## src/lir_pkg.sv

```systemverilog
// Shared types and constants for the linear interpolation resampler.
// Holds register indexes, gain constants and the controller/datapath
// command and status structures. No dependencies.
package lir_pkg;

   localparam int CSR_INDEX_BITS = 2;
   localparam int VOL_BITS = 16;

   localparam logic [CSR_INDEX_BITS-1:0] CSR_PHASE_STEP = 2'd0;
   localparam logic [CSR_INDEX_BITS-1:0] CSR_VOLUME = 2'd1;
   localparam logic [CSR_INDEX_BITS-1:0] CSR_STEREO_IN = 2'd2;
   localparam logic [CSR_INDEX_BITS-1:0] CSR_MONO_OUT = 2'd3;

   localparam logic [VOL_BITS-1:0] VOL_UNITY = 16'd32768;
   localparam int STEP_RESET_Q16 = 60211;

   typedef struct packed {
      logic load_prime;
      logic load_skip;
      logic load_run;
      logic calc_prod;
      logic calc_sum;
      logic calc_scale;
      logic emit;
   } lir_cmd_type;

   typedef struct packed {
      logic primed;
      logic phase_ge_one;
      logic out_free;
      logic last;
   } lir_status_type;

endpackage

```

## src/lir_ctrl.sv

```systemverilog
// Controller state machine of the resampler: sequences input transfers and
// the four datapath steps of each output frame. Depends on lir_pkg.
module lir_ctrl
   import lir_pkg::*;
(
   input  logic           clock,
   input  logic           reset,
   input  logic           req_valid,
   output logic           req_stall,
   input  lir_status_type status,
   output lir_cmd_type    cmd
);

   localparam logic [2:0] ST_IDLE = 3'd0;
   localparam logic [2:0] ST_PROD = 3'd1;
   localparam logic [2:0] ST_SUM = 3'd2;
   localparam logic [2:0] ST_SCALE = 3'd3;
   localparam logic [2:0] ST_ROUND = 3'd4;

   logic [2:0] state_ff, state_in;
   logic       take;

   assign req_stall = (state_ff != ST_IDLE);
   assign take = req_valid && (state_ff == ST_IDLE);

   always_comb begin
      cmd = '0;
      state_in = state_ff;
      unique case (state_ff)
         ST_IDLE: begin
            if (take) begin
               priority if (!status.primed) begin
                  cmd.load_prime = 1'b1;
               end else if (status.phase_ge_one) begin
                  cmd.load_skip = 1'b1;
               end else begin
                  cmd.load_run = 1'b1;
                  state_in = ST_PROD;
               end
            end
         end
         ST_PROD: begin
            cmd.calc_prod = 1'b1;
            state_in = ST_SUM;
         end
         ST_SUM: begin
            cmd.calc_sum = 1'b1;
            state_in = ST_SCALE;
         end
         ST_SCALE: begin
            cmd.calc_scale = 1'b1;
            state_in = ST_ROUND;
         end
         ST_ROUND: begin
            if (status.out_free) begin
               cmd.emit = 1'b1;
               state_in = status.last ? ST_IDLE : ST_PROD;
            end
         end
         default: begin
            state_in = ST_IDLE;
         end
      endcase
   end

   always_ff @(posedge clock) begin
      if (reset) begin
         state_ff <= ST_IDLE;
      end else begin
         state_ff <= state_in;
      end
   end

endmodule

```

## config.mk

```make
export PLATFORM = sky130hd
export DESIGN_NAME = lir_ctrl
export DESIGN_NICKNAME = d
export VERILOG_FILES = /design/src/lir_pkg.sv /design/src/lir_ctrl.sv
export SDC_FILE = /design/constraint.sdc
export NUM_CORES = 1
export LEC_CHECK = 0
export BUFFER_PORTS_ARGS = -buffer_cell sky130_fd_sc_hd__buf_2
export CAP_MARGIN = 20
export CORE_AREA = 2 2 39 41
export DETAILED_ROUTE_END_ITERATION = 16
export DIE_AREA = 0 0 41 43
export GPL_TIMING_DRIVEN = 0
export PLACE_DENSITY_LB_ADDON = 0.15
export SLEW_MARGIN = 20
export SYNTH_ARGS = -nofsm -noshare
export SYNTH_HDL_FRONTEND = slang
export SYNTH_SLANG_ARGS = --single-unit
```

## constraint.sdc

```tcl
create_clock -name clock -period 1.1 [get_ports clock]
set_input_delay 0.11 -clock clock [delete_from_list [all_inputs] [get_ports clock]]
set_output_delay 0.11 -clock clock [all_outputs]
set_load 0.02 [all_outputs]
```

==> Yosys cells after proc, flatten, opt, wreduce, memory -nomap -nowiden <==
Index checks and enable logic that the tools add are counted.
{ "totals": {"regBits": 3, "latchBits": 0, "ram_bits": 0, "rom_bits": 0, "in_bits": 7, "output_inout_bits": 8, "word_cells": 30, "mem_count": 0} }
{ "classes": {"add_sub_neg": 0, "n_mul": 0, "n_div": 0, "order_cmp": 0, "eq_ne": 8, "n_shift": 0, "muxes": 17, "n_bitwise": 0, "reduce_logical": 4} }
{ "ops": {"columns": ["cell", "n"], "rows": [
  ["2-to-1 mux 3 bit", 6],
  ["one-hot mux 3 bit (5 select lines)", 1],
  ["2-to-1 mux 1 bit", 9],
  ["inequality test 2 bit (second input constant)", 4],
  ["== test 3 x 2 -> 1 bit (second input constant)", 2],
  ["AND reduction 4 bit", 1],
  ["== test 3 x 1 -> 1 bit (second input constant)", 1],
  ["== test 3 bit (second input constant)", 1],
  ["zero test 3 bit", 1],
  ["nonzero test 3 bit", 1],
  ["2-to-1 mux 2 bit", 1],
  ["logical AND 1 bit", 1]
]} }

==> Longest topological paths before layout <==
{ "depth": {"depth_word": 4, "depth_mapped": 4, "ltp_nobuf": 3} }

==> Worst setup path before layout <==
OpenSTA, ideal clock, no wires.
{ "synth_path": {"path_kind": "flip-flop to output port", "startpoint": "reg state_ff[2]", "endpoint": "out cmd[4] in the netlist's numbering", "t_arrival_ns": 1.158, "required_ns": 0.990, "setup_slack_ns": -0.168, "path_stages_with_launch": 4, "path_buffers": 1, "cell_sequence": "dfxtp_1 buf_6 or3_4 nor3_2"} }
{ "synth_rtl": {"columns": ["element", "line_no", "rtl"], "rows": [
  ["from (decl)", "lir_ctrl.sv:20", "logic [2:0] state_ff, state_in;"],
  ["from (signal assigned)", "lir_ctrl.sv:70", "state_ff <= state_in;"],
  ["to (decl)", "lir_ctrl.sv:11", "output lir_cmd_type cmd"]
]} }

==> run_results.csv <==
group,metric,value,unit
run_status,status,"finished with violations",
run_status,violations,"setup timing",
clocking,clock_sinks,3,
timing,finalSetupTns,-988,ps
cells_and_area,largest_register,"state_ff",
routing,met1_length,230,um
grt,grt.overflow.total,0,
floorplanning,core,1380,um2
clocking,path_clk_slew,40,ps
grt,grt_max_degree,9,
yosys,yosys.area.top_type,"dfxtp_1",
timing,fmax,0.749,GHz
floorplanning,die_w,41,um
worst_setup_path,crit_required,990,ps
routing,wl_per_cell,9.97,um
power_and_ir_drop,leakagePower,0.000192,uW
yosys,syn_area,201,um2
timing,max-slew-margin-rel,0.880,
timing,fin_ws,-235,ps
power_and_ir_drop,finalPower,455,uW
cells_and_area,reg_top3,"state_ff: 3 flops",
clocking,clk_latency,240,ps
worst_setup_path,start_kind,"flip-flop",
timing,rsz0062_at_grt,"true",
worst_setup_path,path_max_fanout,3,
clocking,postCtsHoldBufs,0,
routing,ant_nets,0,
routing,routed_wl,608,um
placed_design,gp_congestion,0.779,
floorplanning,die_area,1760,um2
yosys,synth_cell_type_count,16,
clocking,cts.htree.levels,1,
yosys,netlist_top_cells_area,"dfxtp_1, nor2_1, nor3b_1, buf_6, or3_4",
worst_setup_path,crit_arrival,1230,ps
clocking,cts-buffers-inserted,3,
cells_and_area,fillerInstances,153,
yosys,ys_seq_elements,3,
placed_design,portBuffers,14,
placed_design,dpl_cell_area,298,um2
yosys,syn_nets,32,
timing,slew_violations,0,
timing,clock_skew,3.19,ps
clocking,cts_root_buf,"clkbuf_4",
cells_and_area,largest_reg_flops,3,
clocking,cts.path.max_buffers,2,
routing,vias,250,
timing,tightest_slew,178,ps
yosys,yosys_warnings,0,
floorplanning,die_h,43,um
worst_setup_path,reg2regPathDepth,5,
yosys,ys_seq_area_frac,0.298,
routing,post-route-drc-count,0,
routing,drt_iter0_drc,6,
job,max-cap-violations,0,
timing,setup_viol,9,
cells_and_area,regArea,71.3,um2
timing,fin_crit,1340,ps
timing,finalHoldViolCount,0,
timing,fin_crit_sh,1.21,
power_and_ir_drop,powerDensity,1120,nW/um2
yosys,synth_cells,25,
worst_setup_path,path_class,"flip-flop to output port",
grt,grtUsageTotal,0.0843,
routing,met2_length,312,um
power_and_ir_drop,peakVddDrop,0.324,mV
yosys,synth_top_cell_area_share,0.298,
cells_and_area,drive_above_1_share,0.689,
hold_path,hp-class,"primary input to flip-flop",
cells_and_area,multi_input_area,163,um2
grt,grt_pass1_vias,235,
grt,antenna_found_initial,0,
placed_design,post-place-ws,-141,ps
routing,wl_met3,49,um
floorplanning,rows,14,
grt,grt_pass1_wl,883,um
routing,first_pass_iters,4,
cells_and_area,design_area,405,um2
floorplanning,pin_count,15,
routing,via_per_inst,4.10,
cells_and_area,nets,53,
worst_setup_path,end_kind,"output port",
hold_path,hold-path-cell-count,2,
yosys,syn_area_per_cell,8.06,um2
placed_design,dp_hpwl,434,um
floorplanning,start_util,0.146,
clocking,cts_tree,"yes",
cells_and_area,area_growth,101,%
routing,highest_layer,"met4",
cells_and_area,diodes,0,
==> synthesized netlist by cell type <==
master and instances:
and3_1 1, nor3_1 2, inv_1 1, buf_6 1, o21bai_1 1, nor2_1 5, nand2_1 2, nand3b_1 1
or3_4 1, and3b_1 1, dfxtp_1 3, nor3_2 1, xnor2_1 1, nor3b_1 2, a22o_1 1, a31oi_1 1
==> worst max-delay path, stage by stage (launching register included) <==
cell and delay [ps]:
dfxtp_4 350, or3_4 380, nor3_4 120, buf_6 140
==> cell type report <==
type / count / area share
clock buffer: 4 / 0.0648
multi-input combinational: 20 / 0.401
sequential: 3 / 0.176
timing repair buffer: 17 / 0.299
inverter: 1 / 0.00926
tap: 16 / 0.0494
==> path summary, 6_finish.rpt <==
check	startpoint	slack (ps)	to
worst max register to register	state_ff[2]	-60	state_ff[2]
worst min register to register	state_ff[2]	590	state_ff[1]
worst min-delay path	reset	80	state_ff[2]
worst max-delay path	state_ff[0]	-240	cmd[4]
==> cells in the final DEF, fill, tap and decap left out <==
cell type and n:
and3b_2 1, nor2_1 4, nor3_4 1, or3_4 1
buf_6 3, clkbuf_4 3, clkbuf_1 1, o21bai_1 1
buf_4 7, nand3b_1 1, buf_2 7, a22o_1 1
nor3_1 2, xnor2_1 1, inv_1 1, a31oi_2 1
nor3b_2 2, nand2_1 2, and3_4 1, nor2_4 1
dfxtp_4 3
==> logic make-up after synthesis <==
family          Yosys count  share of synthesized area
compound gates            3                      0.112
xor+xnor                  1                     0.0435
buf+inv                   2                     0.0745
flops                     3                      0.298
simple gates             16                      0.472
==> per-layer routing <==
| metal | GRT usage | up-vias |
|---|---|---|
| li1 | - | 127 |
| met1 | 0.0833 | 110 |
| met2 | 0.116 | 11 |
| met3 | 0.0314 | 2 |
| met4 | 0.100 | 0 |
| met5 | 0 | - |
==> what timing repair did <==
| action | in CTS | in global routing |
|---|---|---|
| setup endpoints to repair | 8 | 9 |
| hold endpoints to repair | 0 | 0 |
| pin swaps | 4 | 1 |
| setup buffers | 3 | 0 |
| gates resized for setup | 20 | 3 |
==> report_power, final <==
group,leakage [uW],switching (uW),internal [uW]
combinational,0.000151,66.6,64.8
clock,0.0000150,62.6,136
sequential,0.0000267,11.4,113
==> stage by stage <==
step	util	hold slack [ps]	instances
floorplan	-	182	25
global placement	0.215	325	55
detailed placement	0.215	327	55
CTS	0.285	69.9	61
global route	0.293	70.1	61
finish	0.293	78.7	61
(Power assumes the default switching activity.)
