## src/lir_pkg.sv

```systemverilog
// Shared types and constants for the linear interpolation resampler.
// Holds register indexes, gain constants and the controller/datapath
// command and status structures. No dependencies.
package lir_pkg;

   localparam int CSR_INDEX_BITS = 2;
   localparam int VOL_BITS = 16;

   localparam logic [CSR_INDEX_BITS-1:0] CSR_PHASE_STEP = 2'd0;
   localparam logic [CSR_INDEX_BITS-1:0] CSR_VOLUME = 2'd1;
   localparam logic [CSR_INDEX_BITS-1:0] CSR_STEREO_IN = 2'd2;
   localparam logic [CSR_INDEX_BITS-1:0] CSR_MONO_OUT = 2'd3;

   localparam logic [VOL_BITS-1:0] VOL_UNITY = 16'd32768;
   localparam int STEP_RESET_Q16 = 60211;

   typedef struct packed {
      logic load_prime;
      logic load_skip;
      logic load_run;
      logic calc_prod;
      logic calc_sum;
      logic calc_scale;
      logic emit;
   } lir_cmd_type;

   typedef struct packed {
      logic primed;
      logic phase_ge_one;
      logic out_free;
      logic last;
   } lir_status_type;

endpackage

```

## src/lir_csr.sv

```systemverilog
// Configuration registers of the resampler with range clamping on write.
// Depends on lir_pkg for register indexes and gain constants.
module lir_csr
   import lir_pkg::*;
#(
   parameter int PHASE_FRAC_BITS = 16,
   parameter int CSR_DATA_BITS = 21
) (
   input  logic                         clock,
   input  logic                         reset,
   input  logic                         csr_valid,
   input  logic [CSR_INDEX_BITS-1:0]    csr_index,
   input  logic [CSR_DATA_BITS-1:0]     csr_wdata,
   output logic [PHASE_FRAC_BITS+4:0]   step_eff,
   output logic [VOL_BITS-1:0]          vol_eff,
   output logic                         stereo_in,
   output logic                         mono_out
);

   localparam int F = PHASE_FRAC_BITS;
   localparam int PHW = F + 5;
   localparam logic [PHW-1:0] STEP_LO = PHW'(1) << (F - 4);
   localparam logic [PHW-1:0] STEP_HI = PHW'(1) << (F + 4);
   localparam logic [PHW-1:0] STEP_RST = (F >= 16) ?
      PHW'(STEP_RESET_Q16 << (F - 16)) : PHW'(STEP_RESET_Q16 >> (16 - F));

   logic [PHW-1:0]      step_ff, step_in, step_raw;
   logic [VOL_BITS-1:0] vol_ff, vol_in, vol_raw;
   logic                stereo_ff, stereo_in_nx;
   logic                mono_ff, mono_in;

   always_comb begin
      step_raw = csr_wdata[PHW-1:0];
      vol_raw = csr_wdata[VOL_BITS-1:0];
      step_in = step_ff;
      vol_in = vol_ff;
      stereo_in_nx = stereo_ff;
      mono_in = mono_ff;
      if (csr_valid) begin
         unique case (csr_index)
            CSR_PHASE_STEP: begin
               if (step_raw < STEP_LO) begin
                  step_in = STEP_LO;
               end else if (step_raw > STEP_HI) begin
                  step_in = STEP_HI;
               end else begin
                  step_in = step_raw;
               end
            end
            CSR_VOLUME: begin
               vol_in = (vol_raw > VOL_UNITY) ? VOL_UNITY : vol_raw;
            end
            CSR_STEREO_IN: begin
               stereo_in_nx = csr_wdata[0];
            end
            CSR_MONO_OUT: begin
               mono_in = csr_wdata[0];
            end
            default: begin
               step_in = step_ff;
            end
         endcase
      end
   end

   always_ff @(posedge clock) begin
      if (reset) begin
         step_ff <= STEP_RST;
         vol_ff <= VOL_UNITY;
         stereo_ff <= 1'b1;
         mono_ff <= 1'b0;
      end else begin
         step_ff <= step_in;
         vol_ff <= vol_in;
         stereo_ff <= stereo_in_nx;
         mono_ff <= mono_in;
      end
   end

   assign step_eff = step_ff;
   assign vol_eff = vol_ff;
   assign stereo_in = stereo_ff;
   assign mono_out = mono_ff;

endmodule

```

## config.mk

```make
export PLATFORM = sky130hd
export DESIGN_NAME = lir_csr
export DESIGN_NICKNAME = d
export VERILOG_FILES = /design/src/lir_pkg.sv /design/src/lir_csr.sv
export SDC_FILE = /design/constraint.sdc
export NUM_CORES = 1
export LEC_CHECK = 0
export BUFFER_PORTS_ARGS = -buffer_cell sky130_fd_sc_hd__buf_4
export CAP_MARGIN = 20
export CORE_MARGIN = 4
export CORE_UTILIZATION = 46
export DETAILED_ROUTE_END_ITERATION = 8
export PLACE_DENSITY = 0.87
export SYNTH_ARGS = -nofsm -noshare
export SYNTH_HDL_FRONTEND = slang
export SYNTH_SLANG_ARGS = --single-unit
export TNS_END_PERCENT = 20
```

## constraint.sdc

```tcl
create_clock -name clock -period 1.5 [get_ports clock]
set_input_delay 0.075 -clock clock [delete_from_list [all_inputs] [get_ports clock]]
set_output_delay 0.075 -clock clock [all_outputs]
set_load 0.01 [all_outputs]
```

# After elaboration in Yosys (flattened, before gate mapping)
# Index checks and enable logic that the tools add are counted.
[totals]
regBits = 39
elab_cells = 18
input_bits = 26
[classes]
order_cmp = 3
eq_ne = 3
n_mux = 3
n_reduce_logical = 5
[ops]
columns = ["op", "n"]
rows = [
  ["2-to-1 mux 21 bit", 2],
  ["greater-than comparator 21 bit (second input constant)", 1],
  ["< comparator 21 x 13 -> 1 bit (second input constant)", 1],
  ["greater-than comparator 16 bit (second input constant)", 1],
  ["2-to-1 mux 16 bit", 1],
  ["AND reduction 2 bit", 4],
  ["equality test 2 bit (second input constant)", 2],
  ["equality test 2 x 1 -> 1 bit (second input constant)", 1],
  ["zero test 2 bit", 1],
]

# Longest topological paths before layout
[depth]
ltp_word = 3
depth_mapped = 6

# Worst setup path after synthesis
# No wires, ideal clock.
[synth_path]
path_kind = "in2reg"
from = "input csr_index[0]"
to = "register step_ff[11], in the netlist step_eff[11]"
t_arrival_ns = 0.986
setup_time_ns = 0.119
slack_ns = 0.395
stages = 6
path_cell_list = "buf_6 or3b_1 buf_2 buf_6 a21oi_2 o21ai_1"
[synth_via]
elab_chain_cells = 2
[synth_lines]
columns = ["item", "line_no", "source"]
rows = [
  ["from (decl)", "lir_csr.sv:12", "input logic [CSR_INDEX_BITS-1:0] csr_index,"],
  ["zero test 2 bit", "lir_csr.sv:40", "unique case (csr_index)"],
  ["AND reduction 2 bit (no line)", "n/a", ""],
  ["to (signal assigned)", "lir_csr.sv:73", "step_ff <= step_in;"],
  ["to (decl)", "lir_csr.sv:27", "logic [PHW-1:0] step_ff, step_in, step_raw;"],
]
# No other way between the ends.
# A chain may end at the register's enable or synchronous reset.

# Final worst setup path
[layout_path]
from = "input csr_wdata[12]"
to = "register step_ff[0], in the netlist step_eff[0]"
[layout_via]
elab_chain_cells = 3
word_cells_on_any_way = 4
cone_classes = "order compare (2); mux (2)"
[layout_lines]
columns = ["item", "line_no", "source"]
rows = [
  ["from (decl)", "lir_csr.sv:13", "input logic [CSR_DATA_BITS-1:0] csr_wdata,"],
  ["greater-than comparator 21 bit", "lir_csr.sv:44", "end else if (step_raw > STEP_HI) begin"],
  ["2-to-1 mux 21 bit", "lir_csr.sv:44", ""],
  ["2-to-1 mux 21 bit *", "lir_csr.sv:42", "if (step_raw < STEP_LO) begin"],
]
# Every way passes the cells marked *; elsewhere a longest branch is shown, timed or not.

==> metrics.txt <==
Slew Viols, Final 0; routed len/inst 15.3 um; worst hold-check path type in -> reg; Reg clk slew, reported paths approximately 0.11 ns; diode count 0; P&R area growth vs syn 48.8%; reg2reg path depth 1; critical-path cell list dlygate4sd3_1 > buf_4 > or3_1 > nor3_2 > buf_4 > o21ai_0; Register Area 781 um^2; # DRC 0; setup_tns 0 ns; Port-buffer cells 64; leakage power 0.935 nW; Crit path depth 6; post-synth cell types 32; clock sink total 39; fillers 237; largest net degree at the start of global routing 26; CP arrival 1.63 ns; die area roughly 4200 um^2; Min Hold Slack 0.0167 ns; critical path's top delay family buffers and inverters; RSZ-0062 raised after global routing false; share of the synthesized area in the top cell type 52.0%; Final Power 1.92 mW; setup bufs post-CTS 0; FF-to-FF setup slack ~0.84 ns; Mapped Cells 159; DRT iter0 DRCs 89; Crit Path Max Fanout 12; multi-input logic area 642 um^2; WS Path Type in -> reg; sequential-to-total area share from yosys stat between 50 and 60%; first-pass GRT wire length 7290 um; Die Wd 65.1 um; total gr overflow 0; Min-Delay Path Depth 3; Routed Antenna Nets 0; max incr delay on CP 0.54 ns; Final Skew 0 ns; GP Congestion 0.744; Max Cap Viol 0; Final setup viols 0; slew at the pin with the worst max-slew slack 0.386 ns; Yosys top cell by area dfxtp_1; Hold Path End step_eff[17]; All-Layer GR Usage 22.1%; PwrDens 859 nW/um^2; capturing point of the worst reg2reg path vol_eff[3]; Mapped Area about 1500 um^2; Critical Path Slowest Stage Cell dlygate4sd3_1; Max-slew headroom 74.2%; CTS Buffer Depth 2; final setup margin about 0.10 ns; routed vias/inst 5.31; clock insertion delay at the later pin of the skew report 0.34 ns; WP data required 1.73 ns; Net Count, Synth 185; Top Ports 65; Inserted Clock Buffers 5; initial core utilization 48.7%; part of the cycle the worst path needs 93.1%; Warnings, synthesis 0; H-tree depth 2; core area between 3000 and 4000 um^2; vias 1513; vias in the first global route 1541; height of the die 65.1 um; Total Nets Final 267; cts repair resizes 0; cell repeated most along the worst path buf_4; Placement Rows 20; initial antenna violation count 0; Period minus WS final ~1.4 ns; routed wire length 4370 um; flops & latches, synth 39; final instance area 2230 um^2; Worst Setup End Kind flip-flop; FF-to-FF Start vol_eff[3]; most frequent cells in the layout buf_4, dfxtp_1, nand2_1; dpl ws 0.221 ns; 1st-pass router iterations 4; root buf cell clkbuf_4; synth top area cells dfxtp_1, nand2_1, a32o_1; status complete, no violations; Fin. Hold Viols 0; Worst Setup Start Kind input port; post-placement cell area 2030 um^2; hpwl dp 2890 um; layout cells sized above 1 36.1%; peak supply drop 0.000552 V; CTS tree done; CP bufs+invs 3; f_max 716 MHz; worst hold start csr_wdata[17]; most common cell after layout, fill and taps aside buf_4; mean area per synthesized cell 9.44 um^2
## area by class of cell
| type | count | area share, % |
|---|---|---|
| clock inverter | 1 | 0.224 |
| tap | 44 | 2.47 |
| sequential | 39 | 35.0 |
| clock buffer | 6 | 2.30 |
| inverter | 4 | 0.673 |
| multi-input combinational | 105 | 28.8 |
| timing repair buffer | 86 | 30.6 |
## per-stage QoR
| step | utilization (%) | std cells |
|---|---|---|
| after global routing | 72.5 | 285 |
| after floorplan | - | 159 |
| after global placement | 65.8 | 263 |
| after detailed placement | 65.8 | 263 |
| final | 72.5 | 285 |
| after CTS | 72.5 | 285 |
## worst max path at each step
stage	startpoint	endpoint	slack, ns
floorplan	csr_index[0]	step_eff[11]	0.40
finish	csr_wdata[12]	step_eff[0]	0.10
detailed placement	csr_wdata[17]	step_eff[0]	0.22
CTS	csr_wdata[12]	step_eff[0]	0.11
global placement	csr_wdata[17]	step_eff[0]	0.25
global route	csr_wdata[12]	step_eff[0]	0.04
## state kept, by name, summed over array words and instances (netlist names)
name / count
mono_out: 1
vol_eff: 16
stereo_in: 1
step_eff: 21
## metal layers
metal	routed length [um]	track usage, %	vias to the layer above
met5	0	0	-
met4	40	4.92	0
met3	375	7.69	6
met2	2170	38.4	65
met1	1790	26.3	706
li1	-	-	736
## cells by family after synthesis
kind of cell / after synthesis / share of synthesized area [%]
AOI/OAI and AO/OA: 45 / 20.9
DFF: 39 / 52.0
buffers and inverters: 15 / 5.17
muxes: 1 / 0.667
and+or+nand+nor: 59 / 21.3
## cells in the mapped netlist
cell type / number
nor3_2: 1
nor2_1: 2
o211ai_1: 1
buf_2: 2
o21ai_1: 5
o311ai_1: 1
a32o_1: 9
nor2_2: 2
mux2i_1: 1
nor4b_2: 1
buf_4: 1
or3_1: 1
nand3b_1: 7
o31ai_1: 1
nor3b_2: 1
o2bb2ai_1: 5
o21ai_0: 3
a21oi_1: 16
clkbuf_1: 4
o311ai_0: 1
or4_4: 1
dfxtp_1: 39
buf_1: 2
inv_1: 3
or3b_1: 1
nor3_1: 1
nand2_1: 25
and3b_1: 1
nand3_1: 15
a21oi_2: 3
buf_6: 2
clkinv_1: 1
## what timing repair did
action / 4_1_cts / 5_1_grt
hold buffers: 15 / 0
setup endpoints to repair: 0 / 0
endpoints found under the hold margin: 24 / 0
## report_power, final
part / internal [mW] / switching, mW
Clock: 0.217 / 0.328
Sequential: 1.07 / 0.0182
Combinational: 0.148 / 0.138
Total: 1.43 / 0.484
No activity file was read; power rests on OpenSTA's default activity.
